==> src/hdl/amix_pkg.sv <==
// amix_pkg: shared widths, constants and types for the adaptive gain mixer.
// No dependencies; imported by every module of the mixer.
package amix_pkg;

  // Source lanes and field widths
  localparam int MAX_SOURCES    = 8;
  localparam int SAMPLE_W       = 16;
  localparam int COUNT_W        = 4;
  localparam int SUM_W          = SAMPLE_W + $clog2(MAX_SOURCES);

  // Gain format: unsigned Q1.GAIN_FRAC_BITS
  localparam int GAIN_FRAC_BITS = 16;
  localparam int GAIN_W         = GAIN_FRAC_BITS + 1;
  localparam int RECOVER_SHIFT  = 5;

  // Datapath widths after the multiplier
  localparam int PROD_W         = SUM_W + GAIN_W + 1;
  localparam int SCALED_W       = PROD_W - GAIN_FRAC_BITS;
  localparam int REM_W          = SCALED_W + 1;
  localparam int ITER_W         = $clog2(GAIN_FRAC_BITS + 1);

  localparam logic [GAIN_W-1:0] GAIN_UNITY = GAIN_W'(1) << GAIN_FRAC_BITS;

  localparam logic signed [SAMPLE_W-1:0] PCM_MAX = 16'sh7FFF;
  localparam logic signed [SAMPLE_W-1:0] PCM_MIN = 16'sh8000;

  // One lane's contribution to the sum
  typedef logic signed [SUM_W-1:0] lane_val_t;

  // Request to the gain divider
  typedef struct packed {
    logic                start;
    logic [SAMPLE_W-1:0] num;
    logic [SCALED_W-1:0] den;
  } div_req_t;

endpackage

==> src/hdl/amix_lane.sv <==
// amix_lane: one source lane; gates its sample by the active count and
// sign-extends it to sum width. Depends on amix_pkg.
module amix_lane
  import amix_pkg::*;
(
  input  logic                       clk,
  input  logic                       load,
  input  logic [COUNT_W-1:0]         lane_id,
  input  logic signed [SAMPLE_W-1:0] sample,
  input  logic [COUNT_W-1:0]         active_sources,
  output lane_val_t                  lane_val
);

  // Lanes at or past the active count contribute zero
  always_ff @(posedge clk) begin
    if (load) begin
      lane_val <= (active_sources > lane_id) ? lane_val_t'(sample) : '0;
    end
  end

endmodule

==> src/hdl/amix_merge.sv <==
// amix_merge: adds the lane contributions into one registered sum.
// Depends on amix_pkg.
module amix_merge
  import amix_pkg::*;
(
  input  logic      clk,
  input  logic      load,
  input  lane_val_t lane_vals [MAX_SOURCES],
  output lane_val_t sum
);

  lane_val_t total;

  // Sum of all lanes; the width covers every lane at full scale
  always_comb begin
    total = '0;
    for (int i = 0; i < MAX_SOURCES; i++) begin
      total = total + lane_vals[i];
    end
  end

  always_ff @(posedge clk) begin
    if (load) begin
      sum <= total;
    end
  end

endmodule

==> src/hdl/amix_div.sv <==
// amix_div: restoring divider for the gain recompute, one quotient bit
// per cycle, GAIN_FRAC_BITS quotient bits in all. Depends on amix_pkg.
module amix_div
  import amix_pkg::*;
(
  input  logic                      clk,
  input  logic                      rst,
  input  div_req_t                  req,
  output logic                      done,
  output logic [GAIN_FRAC_BITS-1:0] quotient
);

  logic [REM_W-1:0]    rem;
  logic [SCALED_W-1:0] den;
  logic [ITER_W-1:0]   iter;
  logic                running;
  logic [REM_W-1:0]    rem_sh;
  logic                take;

  // Numerator low bits are all zero, so only zeros shift in
  assign rem_sh = {rem[REM_W-2:0], 1'b0};
  assign take   = rem_sh >= REM_W'(den);

  // Iteration control
  always_ff @(posedge clk) begin
    if (rst) begin
      running <= 1'b0;
      done    <= 1'b0;
      iter    <= '0;
    end else begin
      done <= 1'b0;
      if (req.start) begin
        running <= 1'b1;
        iter    <= ITER_W'(GAIN_FRAC_BITS);
      end else if (running) begin
        iter <= iter - 1'b1;
        if (iter == ITER_W'(1)) begin
          running <= 1'b0;
          done    <= 1'b1;
        end
      end
    end
  end

  // Remainder and quotient
  always_ff @(posedge clk) begin
    if (req.start) begin
      rem      <= REM_W'(req.num);
      den      <= req.den;
      quotient <= '0;
    end else if (running) begin
      rem      <= take ? (rem_sh - REM_W'(den)) : rem_sh;
      quotient <= {quotient[GAIN_FRAC_BITS-2:0], take};
    end
  end

endmodule

==> src/hdl/adaptive_gain_audio_mixer_unit.sv <==
// adaptive_gain_audio_mixer_unit: top level of the adaptive gain mixer.
// Path from input transfer: lane registers, sum, product, scaled value, output
// register; when the sum clips, the 16-step gain divider runs before the output.
// One item at a time: the next item is taken once the result is in the output
// register, which holds it meanwhile. Reset (rst, synchronous) sets gain to unity.
module adaptive_gain_audio_mixer_unit
  import amix_pkg::*;
(
  input  logic                       clk,
  input  logic                       rst,
  input  logic                       in_valid,
  output logic                       in_ready,
  input  logic signed [SAMPLE_W-1:0] sample_0,
  input  logic signed [SAMPLE_W-1:0] sample_1,
  input  logic signed [SAMPLE_W-1:0] sample_2,
  input  logic signed [SAMPLE_W-1:0] sample_3,
  input  logic signed [SAMPLE_W-1:0] sample_4,
  input  logic signed [SAMPLE_W-1:0] sample_5,
  input  logic signed [SAMPLE_W-1:0] sample_6,
  input  logic signed [SAMPLE_W-1:0] sample_7,
  input  logic [COUNT_W-1:0]         active_sources,
  input  logic                       first_of_block,
  output logic                       out_valid,
  input  logic                       out_ready,
  output logic signed [SAMPLE_W-1:0] mixed_sample,
  output logic                       clipped
);

  localparam logic [2:0] S_IDLE  = 3'd0;
  localparam logic [2:0] S_SUM   = 3'd1;
  localparam logic [2:0] S_MUL   = 3'd2;
  localparam logic [2:0] S_SCALE = 3'd3;
  localparam logic [2:0] S_DIV   = 3'd4;
  localparam logic [2:0] S_DONE  = 3'd5;

  localparam logic signed [SCALED_W-1:0] LIM_HI = SCALED_W'(PCM_MAX);
  localparam logic signed [SCALED_W-1:0] LIM_LO = SCALED_W'(PCM_MIN);

  logic [2:0]                  state;
  logic [2:0]                  state_next;
  logic [GAIN_W-1:0]           gain;
  logic [GAIN_W-1:0]           gain_next;
  logic [GAIN_W-1:0]           gain_base;
  logic signed [PROD_W-1:0]    prod;
  logic signed [PROD_W-1:0]    prod_full;
  logic signed [PROD_W-1:0]    prod_adj;
  logic signed [SCALED_W-1:0]  scaled_c;
  logic signed [SCALED_W-1:0]  scaled;
  logic                        hi_c;
  logic                        lo_c;
  logic                        clip_hi;
  logic                        clip_lo;
  logic signed [SAMPLE_W-1:0]  samples [MAX_SOURCES];
  lane_val_t                   lane_vals [MAX_SOURCES];
  lane_val_t                   sum;
  logic signed [GAIN_W:0]      gain_s;
  logic                        in_xfer;
  logic                        out_load;
  div_req_t                    div_req;
  logic                        div_done;
  logic [GAIN_FRAC_BITS-1:0]   quotient;

  assign samples[0] = sample_0;
  assign samples[1] = sample_1;
  assign samples[2] = sample_2;
  assign samples[3] = sample_3;
  assign samples[4] = sample_4;
  assign samples[5] = sample_5;
  assign samples[6] = sample_6;
  assign samples[7] = sample_7;

  assign in_ready = (state == S_IDLE);
  assign in_xfer  = in_valid && in_ready;
  assign out_load = (state == S_DONE) && (!out_valid || out_ready);

  // Source lanes
  for (genvar i = 0; i < MAX_SOURCES; i++) begin : g_lane
    amix_lane u_lane (
      .clk            (clk),
      .load           (in_xfer),
      .lane_id        (COUNT_W'(i)),
      .sample         (samples[i]),
      .active_sources (active_sources),
      .lane_val       (lane_vals[i])
    );
  end

  // Merge of lane contributions
  amix_merge u_merge (
    .clk       (clk),
    .load      (state == S_SUM),
    .lane_vals (lane_vals),
    .sum       (sum)
  );

  // Gain multiply
  assign gain_s    = $signed({1'b0, gain});
  assign prod_full = sum * gain_s;

  // Scale back by unity, truncating toward zero, and check the limits
  assign prod_adj = prod + (prod[PROD_W-1] ? PROD_W'(GAIN_UNITY - 1'b1) : '0);
  assign scaled_c = prod_adj[PROD_W-1:GAIN_FRAC_BITS];
  assign hi_c     = scaled_c > LIM_HI;
  assign lo_c     = scaled_c < LIM_LO;

  // Gain recompute on clip: limit * unity / |scaled|
  always_comb begin
    div_req.start = (state == S_SCALE) && (hi_c || lo_c);
    div_req.num   = hi_c ? SAMPLE_W'(PCM_MAX) : $unsigned(PCM_MIN);
    div_req.den   = hi_c ? $unsigned(scaled_c) : $unsigned(-scaled_c);
  end

  amix_div u_div (
    .clk      (clk),
    .rst      (rst),
    .req      (div_req),
    .done     (div_done),
    .quotient (quotient)
  );

  // Gain update with recovery toward unity
  always_comb begin
    gain_base = (clip_hi || clip_lo) ? GAIN_W'(quotient) : gain;
    gain_next = gain_base;
    if (gain_base < GAIN_UNITY) begin
      gain_next = gain_base + ((GAIN_UNITY - gain_base) >> RECOVER_SHIFT);
    end
  end

  // Sequencer
  always_comb begin
    state_next = state;
    case (state)
      S_IDLE:  if (in_xfer) state_next = S_SUM;
      S_SUM:   state_next = S_MUL;
      S_MUL:   state_next = S_SCALE;
      S_SCALE: state_next = (hi_c || lo_c) ? S_DIV : S_DONE;
      S_DIV:   if (div_done) state_next = S_DONE;
      S_DONE:  if (out_load) state_next = S_IDLE;
      default: state_next = S_IDLE;
    endcase
  end

  // Control registers
  always_ff @(posedge clk) begin
    if (rst) begin
      state     <= S_IDLE;
      gain      <= GAIN_UNITY;
      out_valid <= 1'b0;
    end else begin
      state <= state_next;
      if (in_xfer && first_of_block) begin
        gain <= GAIN_UNITY;
      end else if (out_load) begin
        gain <= gain_next;
      end
      if (out_load) begin
        out_valid <= 1'b1;
      end else if (out_ready) begin
        out_valid <= 1'b0;
      end
    end
  end

  // Datapath registers
  always_ff @(posedge clk) begin
    if (state == S_MUL) begin
      prod <= prod_full;
    end
    if (state == S_SCALE) begin
      scaled  <= scaled_c;
      clip_hi <= hi_c;
      clip_lo <= lo_c;
    end
    if (out_load) begin
      mixed_sample <= clip_hi ? PCM_MAX : (clip_lo ? PCM_MIN : scaled[SAMPLE_W-1:0]);
      clipped      <= clip_hi || clip_lo;
    end
  end

`ifndef ASSERT_OFF
  a_gain_max: assert property (@(posedge clk) disable iff (rst)
    gain <= GAIN_UNITY)
    else $error("gain above unity");

  a_clip_value: assert property (@(posedge clk) disable iff (rst)
    out_valid && clipped |-> (mixed_sample == PCM_MAX || mixed_sample == PCM_MIN))
    else $error("clipped result not at a limit");

  a_accept_seq: assert property (@(posedge clk) disable iff (rst)
    in_valid && in_ready |=> state == S_SUM)
    else $error("input transfer did not start the sum stage");

  a_div_done: assert property (@(posedge clk) disable iff (rst)
    div_done |-> state == S_DIV)
    else $error("divider finished outside the divide state");
`endif

endmodule
==> config.mk <==
export PLATFORM = sky130hd
export DESIGN_NAME = adaptive_gain_audio_mixer_unit
export DESIGN_NICKNAME = d
export VERILOG_FILES = /design/src/hdl/amix_pkg.sv /design/src/hdl/amix_lane.sv /design/src/hdl/amix_merge.sv /design/src/hdl/amix_div.sv /design/src/hdl/adaptive_gain_audio_mixer_unit.sv
export SDC_FILE = /design/constraint.sdc
export NUM_CORES = 2
export LEC_CHECK = 0
export BUFFER_PORTS_ARGS = -buffer_cell sky130_fd_sc_hd__buf_2
export CAP_MARGIN = 20
export CELL_PAD_IN_SITES_DETAIL_PLACEMENT = 0
export CELL_PAD_IN_SITES_GLOBAL_PLACEMENT = 2
export CORE_ASPECT_RATIO = 1.1
export CORE_UTILIZATION = 45
export CTS_CLUSTER_SIZE = 8
export DETAILED_ROUTE_END_ITERATION = 6
export PLACE_DENSITY_LB_ADDON = 0.1
export SYNTH_ARGS = -nofsm -noshare
export SYNTH_HDL_FRONTEND = slang
export SYNTH_SLANG_ARGS = --single-unit
==> constraint.sdc <==
create_clock -name clk -period 13.7 [get_ports clk]
set_input_delay 2.74 -clock clk [delete_from_list [all_inputs] [get_ports clk]]
set_output_delay 2.74 -clock clk [all_outputs]
set_load 0.005 [all_outputs]
Word-level counts from Yosys, hierarchy flattened
Index checks and enable logic that the tools add are counted.
{"block": "totals", "in_bits": 137, "output_inout_bits": 19, "ff_bits": 305, "elab_cells": 99}
{"block": "classes", "muxes": 22, "reduce_logical": 15, "multipliers": 1, "magnitude_cmp": 12, "eq_ne": 9, "addsub": 13, "bitwise": 1}
{"cell": "adder 19 x 16 -> 19 bit", "count": 5}
{"cell": "two-way mux 16 bit", "count": 5}
{"cell": "two-way mux 21 bit", "count": 2}
{"cell": "adder 37 x 16 -> 37 bit", "count": 1}
{"cell": "multiplier 19 x 18 -> 37 bit", "count": 1}
{"cell": "two-way mux 17 bit", "count": 2}
{"cell": ">= comparator 22 x 21 -> 1 bit", "count": 1}
{"cell": "> comparator 21 x 16 -> 1 bit (second input constant)", "count": 1}
{"cell": "< comparator 21 x 16 -> 1 bit (second input constant)", "count": 1}
{"cell": "negation 21 bit", "count": 1}
{"cell": "subtractor 21 bit", "count": 1}
{"cell": "adder 17 x 16 -> 18 bit", "count": 1}
{"cell": "one-hot mux 3 bit (6 select lines)", "count": 1}
{"cell": "adder 16 x 16 -> 17 bit", "count": 1}
{"cell": "adder 17 x 12 -> 17 bit", "count": 1}
{"cell": "< comparator 17 bit (second input constant)", "count": 1}
{"cell": "subtractor 17 bit (first input constant)", "count": 1}
{"cell": "> comparator 4 x 3 -> 1 bit (second input constant)", "count": 4}
{"cell": "two-way mux 5 bit", "count": 2}
{"cell": "two-way mux 3 bit", "count": 3}
{"cell": "> comparator 4 x 1 -> 1 bit (second input constant)", "count": 2}
{"cell": "> comparator 4 x 2 -> 1 bit (second input constant)", "count": 2}
{"cell": "two-way mux 1 bit", "count": 7}
{"cell": "equality test 3 x 2 -> 1 bit (second input constant)", "count": 2}
{"cell": "other kinds (15)", "count": 24}

Logic depth before layout (Yosys ltp)
{"block": "depth", "ltp_word": 7, "mapped_depth": 25}

Cells and area by module
Synthesis repeated with hierarchy kept, for this count alone.
{"block": "unflattened", "cells_unflattened": 3353, "area_unflattened_um2": 33293.2}
{"module": "adaptive_gain_audio_mixer_unit", "seq_area_each_um2": 2582.5, "area_per_inst_um2": 18347.6, "instances": 1, "cells_per_inst": 1986}
{"module": "amix_lane", "seq_area_each_um2": 480.5, "area_per_inst_um2": 838.3, "instances": 8, "cells_per_inst": 66}
{"module": "amix_merge", "seq_area_each_um2": 570.5, "area_per_inst_um2": 4346.7, "instances": 1, "cells_per_inst": 447}
{"module": "amix_div", "seq_area_each_um2": 1671.6, "area_per_inst_um2": 3892.5, "instances": 1, "cells_per_inst": 392}

Least setup slack after synthesis
OpenSTA, ideal clock, no wires.
{"block": "synth_timing", "path_type": "input to register", "from": "input port in_valid", "to": "register gain[14]", "setup_slack_ps": 6721, "stages": 3, "t_required_ps": 13577, "arrival_time_ps": 6856, "cell_sequence": "and2_1 > a21oi_1 > a311o_1"}
{"block": "synth_between", "elab_chain_cells": 3}
{"element": "from (decl)", "line": "adaptive_gain_audio_mixer_unit.sv:11", "text": "input logic in_valid,"}
{"element": "logical AND 1 bit", "line": "adaptive_gain_audio_mixer_unit.sv:73", "text": "assign in_xfer = in_valid && in_ready;"}
{"element": "logical AND 1 bit", "line": "adaptive_gain_audio_mixer_unit.sv:152", "text": "if (in_xfer && first_of_block) begin"}
{"element": "OR reduction 2 bit (no line)"}
{"element": "to (signal assigned)", "line": "adaptive_gain_audio_mixer_unit.sv:155", "text": "gain <= gain_next;"}
{"element": "to (decl)", "line": "adaptive_gain_audio_mixer_unit.sv:41", "text": "logic [GAIN_W-1:0] gain;"}
No other way between the ends.
A chain may end at the register's enable or synchronous reset.

Final worst setup path
{"block": "layout_timing", "from": "register u_merge.sum[12]", "to": "register prod[29] (data pin)"}
{"block": "layout_between", "elab_chain_cells": 1}
{"element": "from (decl)", "line": "amix_merge.sv:9", "text": "output lane_val_t sum"}
{"element": "from (signal assigned)", "line": "amix_merge.sv:24", "text": "sum <= total;"}
{"element": "multiplier 19 x 18 -> 37 bit", "line": "adaptive_gain_audio_mixer_unit.sv:98", "text": "assign prod_full = sum * gain_s;"}
{"element": "via prod_full[29]", "line": "adaptive_gain_audio_mixer_unit.sv:45", "text": "logic signed [PROD_W-1:0] prod_full;"}
{"element": "to (signal assigned)", "line": "adaptive_gain_audio_mixer_unit.sv:168", "text": "prod <= prod_full;"}
{"element": "to (decl)", "line": "adaptive_gain_audio_mixer_unit.sv:44", "text": "logic signed [PROD_W-1:0] prod;"}
The timed path passes the listed nets, and every way through them passes these cells.

==> summary.txt <==
Status
  • Status: finished, final reports clean

Final layout
  • Post-route cell area: 33,250 um2
  • Area Overhead vs Synth: 10.08%
  • Commonest non-fill, non-tap cell in the layout: inv_1
  • Fraction of layout cells with a size suffix above 1: 0.09211
  • Register area: 8668 um2
  • Most frequent cells in the layout: inv_1, fa_1, edfxtp_1, nand2_1, and2_1
  • Layout Utilization: 0.5008
  • Fillcell total: 6,187
  • Layout Nets: roughly 3,800
  • Antenna diodes: 0
  • Multi-input gate area: 18,990 um2

Run
  • # Max-Cap Violations: 0

CTS
  • Worst skew pair latency: 0.60 ns
  • Cts repair resizes: 0
  • Clock sinks: 305
  • H-tree Lvls: 2
  • Clk buf depth: 3
  • Clock-pin slew of the registers on the worst-case setup and hold paths: around 0.050 ns
  • TritonCTS clock tree: yes
  • Post-CTS repair timing setup buffer count: 0
  • CTS buffer count: 45
  • CTS root buf: clkbuf_16
  • Hold buffers post-CTS: 0

Critical path
  • Crit-path max FO: 17
  • Reg2reg end: prod[29]
  • Worst reg2reg path depth: 22
  • FF-to-FF Start: u_merge.sum[12]
  • Kind of end point of the critical path: register
  • CP Launch Type: register
  • CP arrival: around 7.9 ns
  • FF-to-FF setup slack: 6.29 ns
  • Critical Path RT: 14.15 ns
  • Kind of critical path: register to register

Power and ir drop
  • Net Switching: 2519 uW
  • Clock share of power: 0.177
  • Comb pwr share: 0.558
  • Lkg Pwr: 0.01506 uW
  • Max VDD drop: 0.0001328 V
  • Flop pwr share: 0.266
  • Int Pwr: 3356 uW
  • Pwr Density: 176.7 nW/um2
  • Sw Ratio: 0.4288

Timing
  • Clock Skew: 0.02572 ns
  • Setup TNS: 0 ns
  • FMAX: 135.0 MHz
  • Final Hold Fails: 0
  • Min cycle time layout: about 7.4 ns
  • Tightest Pin Transition: 1.067 ns
  • Final slew viol count: 0
  • Max transition margin: 0.2877
  • Final period util: 0.5407
  • # setup viols final: 0
  • Unrepaired setup endpoints after global routing: no

Route
  • Final ANT Viol Nets: 0
  • First drt pass iteration count: 5
  • WL final: between 70,000 and 80,000 um
  • WL/cell: 18.64 um
  • Via/cell ratio: 5.131
  • Vias: around 20,000
  • DRC Markers: 0
  • Detailed Route Iter0 Violations: around 800

GRT
  • All-Layer GR Usage: 0.2245
  • Maximum number of pins on one net before global-route repair: 81
  • First-pass GRT wire length: 119,500 um
  • Number of global-route vias before repair: between 20,000 and 25,000
  • Initial antenna violation count: 1
  • Overflow after GRT: 0

Yosys
  • Main synth FF type: edfxtp_1
  • Avg Inst Size Synth: 10.21 um2
  • Synthesized flop and latch total: 305
  • Cell Area, Synth: slightly above 30,000 um2
  • Register area share after synthesis: 0.2870
  • Xor/xnor cell area share of the yosys netlist: 0.03708
  • Largest family of logic cells by synthesized area: adder cells
  • Yosys top cell by area: fa_1
  • Synth area leaders: fa_1, edfxtp_1, ha_1, inv_1, and2_1
  • Asr flop ratio synth: 0
  • Synth warnings: 0
  • Cells after synthesis: 2,957
  • Synth unique cells: 86
  • Top cell type's share of synthesized area: 0.2744
  • Syn Nets: 3,685
  • Post-synthesis compound-gate area fraction: 0.07618
  • Number of flops mapped to enable cells by yosys: 256
  • Simple-gate share of the synthesized area: 0.1479
  • Fraction of synthesized area in multiplexers: 0.01910
  • Post-Synth Adder-Cell Area: 0.3477

Min path
  • Hold path start: u_div.rem[20]
  • Hold endpoint: u_div.rem[20]
  • Hold path depth: 2
  • Hold Crit Class: register to register

Place
  • Port Buffer Count: 155
  • Final GP Congestion: 0.8710
  • Hpwl dp: 59,580 um
  • Area after DPL: 31,910 um2

Floorplan
  • CORE AREA: around 66,000 um2
  • Initial cell density of the core: 0.4549
  • Die Footprint: 68,160 um2
  • Rows: 99
  • Chip width: 249.0 um
  • Die Span Y: around 270 um
  • Top Ports: approximately 160
[power by group through the flow]
stage               Clock (uW)  Sequential, uW  Combinational (uW)
floorplan                    0            1420                2570
global route              1100            1580                3710
global placement             0            1570                3270
finish                    1040            1560                3280
CTS                       1070            1560                3330
detailed placement           0            1580                3310
[synthesized netlist by cell type, types with 17 or more instances]
cell / count
nor3_1: 38
dfxtp_1: 49
a21oi_1: 91
inv_1: 578
xor2_1: 31
edfxtp_1: 256
nor2_1: 104
mux2i_1: 45
clkbuf_1: 79
and3_1: 18
a21o_1: 39
ha_1: 177
o21ai_0: 63
fa_1: 414
nor2b_1: 107
nand4_1: 20
and2_1: 212
xnor2_1: 95
nand3_1: 38
o21ai_1: 17
nand2_1: 248
[cells by family (layout without fill, tap and decap cells)]
| kind of cell | Yosys count | count (layout) |
|---|---|---|
| AND/OR/NAND/NOR | 856 | 856 |
| buffers and inverters | 678 | 837 |
| adder cells (fa/ha/maj) | 591 | 591 |
| AO/OA/AOI/OAI | 344 | 344 |
| flip-flops | 305 | 305 |
| XOR/XNOR | 127 | 127 |
| multiplexers | 56 | 56 |
[worst max-delay path by stage]
stage | start | slack, ns | cells past startpoint | end
2_1_floorplan | in_valid | 6.72 | 3 | gain[14]
6_report | u_merge.sum[12] | 6.29 | 22 | prod[29]
3_5_place_dp | u_merge.sum[12] | 6.34 | 22 | prod[29]
4_1_cts | u_merge.sum[12] | 6.34 | 22 | prod[29]
5_1_grt | gain[8] | 5.94 | 22 | prod[36]
3_3_place_gp | u_merge.sum[12] | 6.39 | 22 | prod[29]
[layer usage]
layer / wire length (um) / part of all wire / track usage / vias to the layer above
met5: 0 / 0 / 0 / -
met4: 2188 / 0.030 / 0.07147 / 0
met3: 2422 / 0.033 / 0.02501 / 114
met2: 38800 / 0.52 / 0.4258 / 381
met1: 30670 / 0.41 / 0.2640 / 10180
li1: - / - / - / 9717
[cell type report]
type	count	share of cell area
tap	858	0.03229
sequential	305	0.2607
timing repair buffer	183	0.03105
clock buffer	68	0.03677
multi-input combinational	1974	0.5713
inverter	581	0.06559
clock inverter	5	0.002333
[sequential cells by signal, indices dropped and copies added (netlist names)]
| signal | cells |
|---|---|
| clip_hi | 1 |
| clip_lo | 1 |
| clipped | 1 |
| g_lane.u_lane.lane_val | 128 |
| gain | 17 |
| mixed_sample | 16 |
| out_valid | 1 |
| prod | 37 |
| scaled | 16 |
| state | 3 |
| u_div.den | 21 |
| u_div.done | 1 |
| u_div.iter | 5 |
| u_div.quotient | 16 |
| u_div.rem | 21 |
| u_div.running | 1 |
| u_merge.sum | 19 |
[worst max-delay path, cell delays in order (launching register included)]
cell and delay (ns):
edfxtp_1 0.97, and2_1 0.26, fa_1 0.41, inv_1 0.08, fa_1 0.45, fa_1 0.57, inv_1 0.06, fa_1 0.46
fa_1 0.54, inv_1 0.05, fa_1 0.52, inv_1 0.04, ha_1 0.36, a21o_1 0.19, a21o_1 0.17, a211oi_1 0.25
o31ai_1 0.19, a31oi_1 0.39, a21oi_1 0.13, nor2_1 0.17, o21ai_0 0.21, or4b_2 0.65, nand3_1 0.11
[metrics by stage]
stage / setup WS, ns / std cells / hold WS, ns / total power (uW)
finish: 6.293 / 3974 / 0.4861 / 5875
floorplan: 6.721 / 2957 / 0.4484 / 3982
global placement: 6.393 / 3896 / 0.4679 / 4836
detailed placement: 6.339 / 3899 / 0.4764 / 4881
CTS: 6.336 / 3972 / 0.4857 / 5958
global route: 5.940 / 3974 / 0.5040 / 6390
Power figures use the tool's default switching activity.
